## config.mk

```make
export PLATFORM = sky130hd
export DESIGN_NAME = salc_update
export DESIGN_NICKNAME = d
export VERILOG_FILES = /design/src/design/salc_pkg.sv /design/src/design/salc_update.sv
export SDC_FILE = /design/constraint.sdc
export NUM_CORES = 1
export LEC_CHECK = 0
export BUFFER_PORTS_ARGS = -buffer_cell sky130_fd_sc_hd__buf_2
export CAP_MARGIN = 20
export CORE_MARGIN = 1.5
export CORE_UTILIZATION = 45
export DETAILED_ROUTE_END_ITERATION = 8
export PLACE_DENSITY = 0.86
export SYNTH_ARGS = -nofsm -noshare
export SYNTH_HDL_FRONTEND = slang
export SYNTH_SLANG_ARGS = --single-unit
```

## constraint.sdc

```tcl
create_clock -name vclk -period 6.5
set_clock_uncertainty 0.2 [all_clocks]
set_input_delay 0.65 -clock vclk [all_inputs]
set_output_delay 0.65 -clock vclk [all_outputs]
set_load 0.05 [all_outputs]
```

## src/design/salc_pkg.sv

```systemverilog
// Types and constants of the cache tag and replacement unit.
// No dependencies.
package salc_pkg;
    localparam int unsigned CFG_IDX_W = 1;
    localparam logic [CFG_IDX_W-1:0] REG_WRITE_ALLOCATE = 1'd0;
    localparam logic [CFG_IDX_W-1:0] REG_PREFETCH_MODE  = 1'd1;
    localparam logic [1:0] PF_NONE   = 2'd0;
    localparam logic [1:0] PF_BEFORE = 2'd1;
    localparam logic [1:0] PF_AFTER  = 2'd2;

    typedef struct packed {
        logic hit;
        logic filled;
    } t_lookup_res;
endpackage

```

## src/design/salc_update.sv

```systemverilog
// Hit check, victim choice and LRU rank update for one set row.
// Depends on salc_pkg.
module salc_update #(
    parameter int unsigned WAYS   = 4,
    parameter int unsigned TAG_W  = 20,
    parameter int unsigned RANK_W = 2
) (
    input  logic [WAYS-1:0]                i_valid,
    input  logic [WAYS-1:0][TAG_W-1:0]     i_tag,
    input  logic [WAYS-1:0][RANK_W-1:0]    i_rank,
    input  logic [TAG_W-1:0]               i_look_tag,
    input  logic                           i_may_fill,
    output logic                           o_write,
    output logic [WAYS-1:0]                o_valid,
    output logic [WAYS-1:0][TAG_W-1:0]     o_tag,
    output logic [WAYS-1:0][RANK_W-1:0]    o_rank,
    output salc_pkg::t_lookup_res          o_res
);
    import salc_pkg::*;

    localparam logic [RANK_W-1:0] LAST_RANK = RANK_W'(WAYS - 1);

    logic [WAYS-1:0] hit_vec;
    logic [WAYS-1:0] inv_sel;
    logic [WAYS-1:0] lru_sel;
    logic [WAYS-1:0] tgt;
    logic [RANK_W-1:0] old_rank;
    logic any_inv;

    always_comb begin
        any_inv = 1'b0;
        inv_sel = '0;
        lru_sel = '0;
        for (int w = 0; w < WAYS; w++) begin
            hit_vec[w] = i_valid[w] && (i_tag[w] == i_look_tag);
            if (!i_valid[w] && !any_inv) begin
                inv_sel[w] = 1'b1;
                any_inv    = 1'b1;
            end
            lru_sel[w] = (i_rank[w] == LAST_RANK);
        end
        o_res.hit    = |hit_vec;
        o_res.filled = !(|hit_vec) && i_may_fill;
        o_write      = o_res.hit || o_res.filled;
        tgt = o_res.hit ? hit_vec : (any_inv ? inv_sel : lru_sel);
        old_rank = '0;
        for (int w = 0; w < WAYS; w++) begin
            if (tgt[w]) old_rank = old_rank | i_rank[w];
        end
        for (int w = 0; w < WAYS; w++) begin
            o_valid[w] = i_valid[w] | (tgt[w] & o_res.filled);
            o_tag[w]   = (tgt[w] && o_res.filled) ? i_look_tag : i_tag[w];
            if (tgt[w])
                o_rank[w] = '0;
            else if (i_rank[w] < old_rank)
                o_rank[w] = i_rank[w] + 1'b1;
            else
                o_rank[w] = i_rank[w];
        end
    end
endmodule

```

== Word level (Yosys, flattened, before mapping) ==
Cells that the tools add are included.

* Bits in read-only memories: 0
* Register bits: 0
* Output and inout port bits: 95
* RAM bits: 0
* Logic and storage cells: 72
* Bits in latches: 0
* Memories: 0

* Shift-type cells: 0
* Equality and inequality tests: 8
* Muxes and demuxes: 25
* $add $sub $neg: 4
* $mul: 0
* Bitwise logic cells: 11
* Magnitude comparators: 4
* Div/mod/pow operators: 0
* Reduce and logical (&&, ||, !) cells: 20

{| class="wikitable"
|+ Operator list
! operator !! number
|-
| $eq A20 B20 Y1 || 4
|-
| $mux W20 || 4
|-
| $mux W2 || 12
|-
| $logic_and A1 B1 Y1 || 12
|-
| $add A2 B1 Y2 const B || 4
|-
| $eq A2 B2 Y1 const B || 4
|-
| $lt A2 B2 Y1 || 4
|-
| $mux W4 || 2
|-
| $mux W1 || 7
|-
| $logic_not A1 Y1 || 6
|-
| $or A2 B2 Y2 || 3
|-
| $and A1 B1 Y1 || 4
|-
| $or A1 B1 Y1 || 4
|-
| $reduce_or A4 Y1 || 1
|-
| $logic_or A1 B1 Y1 || 1
|}

== Logic depth before layout (Yosys ltp) ==
* Word-level depth: 21
* Mapped depth: 14

== Worst setup path before layout ==
No wires, ideal clock.

* Kind: input-to-output
* Start point: input i_look_tag[10]
* End point: output o_rank[1] (netlist name)
* Arrival: 4,435 ps
* Cell stages on the path: 12
* Buffers on the path: 1
* Setup slack: 1,215 ps
* Path through: buf_6 xor2_1 a221o_1 or4b_4 or3_4 a31oi_4 o22ai_1 nor2_1 ha_1 a21o_1 a41o_1 o21ai_0

{| class="wikitable"
|+ RTL lines
! element !! line !! RTL
|-
| from (decl) || salc_update.sv:11 || <nowiki>input logic [TAG_W-1:0] i_look_tag,</nowiki>
|-
| to (decl) || salc_update.sv:16 || <nowiki>output logic [WAYS-1:0][RANK_W-1:0] o_rank,</nowiki>
|}

==> results.ini <==
[hold_path]
hold_start = i_rank[7]
hold_class = input pin to primary output
hold-path-endpoint = o_rank[7]
hold_path_depth = 4

[global_route]
grt_max_degree = 22
grt_pass1_vias = 3453
antenna_found_initial = 0
grt_overflow = 0
grt_usage = 0.306
grt_pass1_wl_um = 17700

[clock_tree]
postCtsHoldBufs = 0
cts_resized = 0
postCtsSetupRepairBufs = 0

[route]
drc = 0
route.met3.wl_um = 904
postRouteAntennaNets = 0
drtPass1Iterations = 5
vias = 3586
drt_iter0_drc = 157
routed_via_density = 5.81
drt-met1-wl_um = 4840
wl_met2_um = 6040
totalWireLength_um = 12100
wl_per_cell_um = 19.6
top_layer = met4

[synthesis]
synthCells = 358
syn_area_per_cell_sq_um = 8.60
muxShareOfSynthArea = 0.348
netlist-cell-type-count = 59
synth-compound-area-share = 0.0772
syn-cell-area_sq_mm = 0.00308
synth_adder_area_share = 0.0325
synth_top_family_by_area = multiplexers
synth_nets = 479
yosys_warnings = 0
yosys.area_share.simple = 0.240
ys_seq_area_frac = 0
synth-xor-area-share = 0.225

[worst_setup_path]
path_buf_inv = 2
crit_family = simple AND/OR/NAND/NOR gates
slowest_stage = nor3_2
path_max_fanout = 8
cp_slowest_stage_delay_ps = 500
critPathLaunchType = input pin
path_class = input pin to primary output
path_cells = buf_2, xor2_1, nor4_1, nand4_1, nor3_2, nor2_1, a31oi_1, o22ai_1, nor2_1, ha_1, and2_1, a221oi_2, mux2i_1, buf_2
end_kind = primary output
worstPathRequired_ps = 5650
cp.arrival_ps = 4280

[power]
ir_drop_mv = 0.0969
p_leak_nw = 1.95
power_density_mw_per_mm2 = 114

[finish]
layout-drive-gt1-share = 0.569
area_growth_pct = 31.1
nets = 663
regArea_sq_um = 0
final_area_sq_mm = 0.00404
nClkBuffers = 0
n_antenna_cell = 0
design.seq.count = 0
final-instance-count-excl-fill = 617

[timing]
fmax_mhz = 195
rsz0062_at_grt = false
max-slew-margin-rel = 0.282
setup_violations = 0
period_share = 0.789
fin_tns_setup_ps = 0
drv_slew = 0
worst_pin_slew_ps = 1080
finalHoldViolCount = 0
finalCriticalPeriod_ps = 5130

[placement]
dp_cells = 617
globalplace.congestion = 0.938
place_hpwl_um = 10200
placed_area_sq_mm = 0.00404
portBuffers = 208

[floorplan]
die_w_um = 85.7
io_pins = 208
die_height_um = 85.7
start_util = 0.474
dieArea_sq_mm = 0.00735
core_area_sq_mm = 0.00649
rows = 29

[flow_run]
max_cap_violations = 0

[status]
status = complete, no violations

-- metrics by stage --
step | worst slack [ps] | power, W | hold WS, ps | utilization
2_1_floorplan | 1220 | 0.000341 | 1320 | -
3_3_place_gp | 1500 | 0.000452 | 1540 | 0.622
3_5_place_dp | 1380 | 0.000456 | 1540 | 0.622
4_1_cts | 1380 | 0.000458 | 1540 | 0.622
5_1_grt | 1060 | 0.000483 | 1560 | 0.622
6_report | 1370 | 0.000460 | 1540 | 0.622
-- placed cells by master, fill, tap and decap left out, drive strengths merged, types with 4 or more instances in the layout --
master | netlist | final
nand4 | 13 | 13
nor2 | 11 | 11
nor4 | 21 | 21
xor2 | 57 | 57
nor3b | 4 | 4
xnor2 | 22 | 22
mux2 | 80 | 80
ha | 8 | 8
inv | 10 | 10
nor3 | 12 | 12
or2 | 7 | 7
nand2 | 23 | 23
nand2b | 5 | 5
buf | 25 | 211
a31oi | 4 | 4
nand3 | 8 | 8
-- kinds of logic (layout without fill, tap and decap cells) --
logic type | after synthesis | in the layout
adder cells (fa/ha/maj) | 8 | 8
AO/OA/AOI/OAI | 25 | 25
multiplexers | 83 | 83
buffers and inverters | 39 | 221
XOR/XNOR | 79 | 79
AND/OR/NAND/NOR | 124 | 124
-- where the power goes --
group	total (W)	leakage [nW]	internal, W	switching, W
combinational	0.000460	1.95	0.000150	0.000309
clock	0	0	0	0
sequential	0	0	0	0
-- per-layer routing --
metal / track usage / vias to the layer above
li1: - / 1672
met2: 0.571 / 204
met1: 0.370 / 1682
met4: 0.0718 / 0
met3: 0.0395 / 28
met5: 0 / -
-- tightest hold or removal path: stages --
cell,delay (ps)
buf_2,130
nand2_1,60
mux2i_1,50
buf_2,210
-- cell type report --
type                            instances  area, sq um
Inverter                               10         37.5
Timing Repair Buffer                  211         1060
Tap cell                               77         96.3
Fill cell                             610         2460
Multi-Input combinational cell        319         2840
-- how the worst max path moves through the flow --
stage                    from   endpoint  slack [ps]  depth (start not counted)
4_1_cts        i_look_tag[17]  o_rank[7]        1380                         14
6_report       i_look_tag[17]  o_rank[7]        1370                         14
2_1_floorplan  i_look_tag[10]  o_rank[1]        1220                         12
3_3_place_gp    i_look_tag[6]  o_rank[7]        1500                         14
3_5_place_dp   i_look_tag[17]  o_rank[7]        1380                         14
5_1_grt        i_look_tag[17]  o_rank[7]        1060                         14
-- synth_stat cells, types with 2 or more instances --
cell type | n | share of area
nor3_1 | 11 | 0.018
buf_2 | 14 | 0.023
xor2_1 | 57 | 0.16
and3_1 | 2 | 0.0041
buf_6 | 9 | 0.033
nor3b_1 | 4 | 0.0097
nor2_1 | 8 | 0.0097
ha_1 | 8 | 0.032
a31oi_4 | 2 | 0.014
mux2_1 | 3 | 0.011
o21ai_0 | 3 | 0.0049
nand3_1 | 8 | 0.013
nand2_1 | 23 | 0.028
mux2i_1 | 3 | 0.0097
and2_1 | 3 | 0.0061
nand2b_1 | 5 | 0.010
or2_2 | 6 | 0.012
xnor2_1 | 22 | 0.063
mux2_4 | 38 | 0.19
nor4bb_1 | 2 | 0.0065
o211ai_1 | 2 | 0.0049
or4_1 | 2 | 0.0049
clkbuf_1 | 4 | 0.0049
nor4_1 | 21 | 0.043
mux2_2 | 39 | 0.14
nor2_2 | 3 | 0.0061
a31oi_1 | 2 | 0.0041
buf_4 | 2 | 0.0049
inv_1 | 10 | 0.012
o22ai_1 | 2 | 0.0041
nand4_1 | 12 | 0.024
No activity file was read; power rests on OpenSTA's default activity.
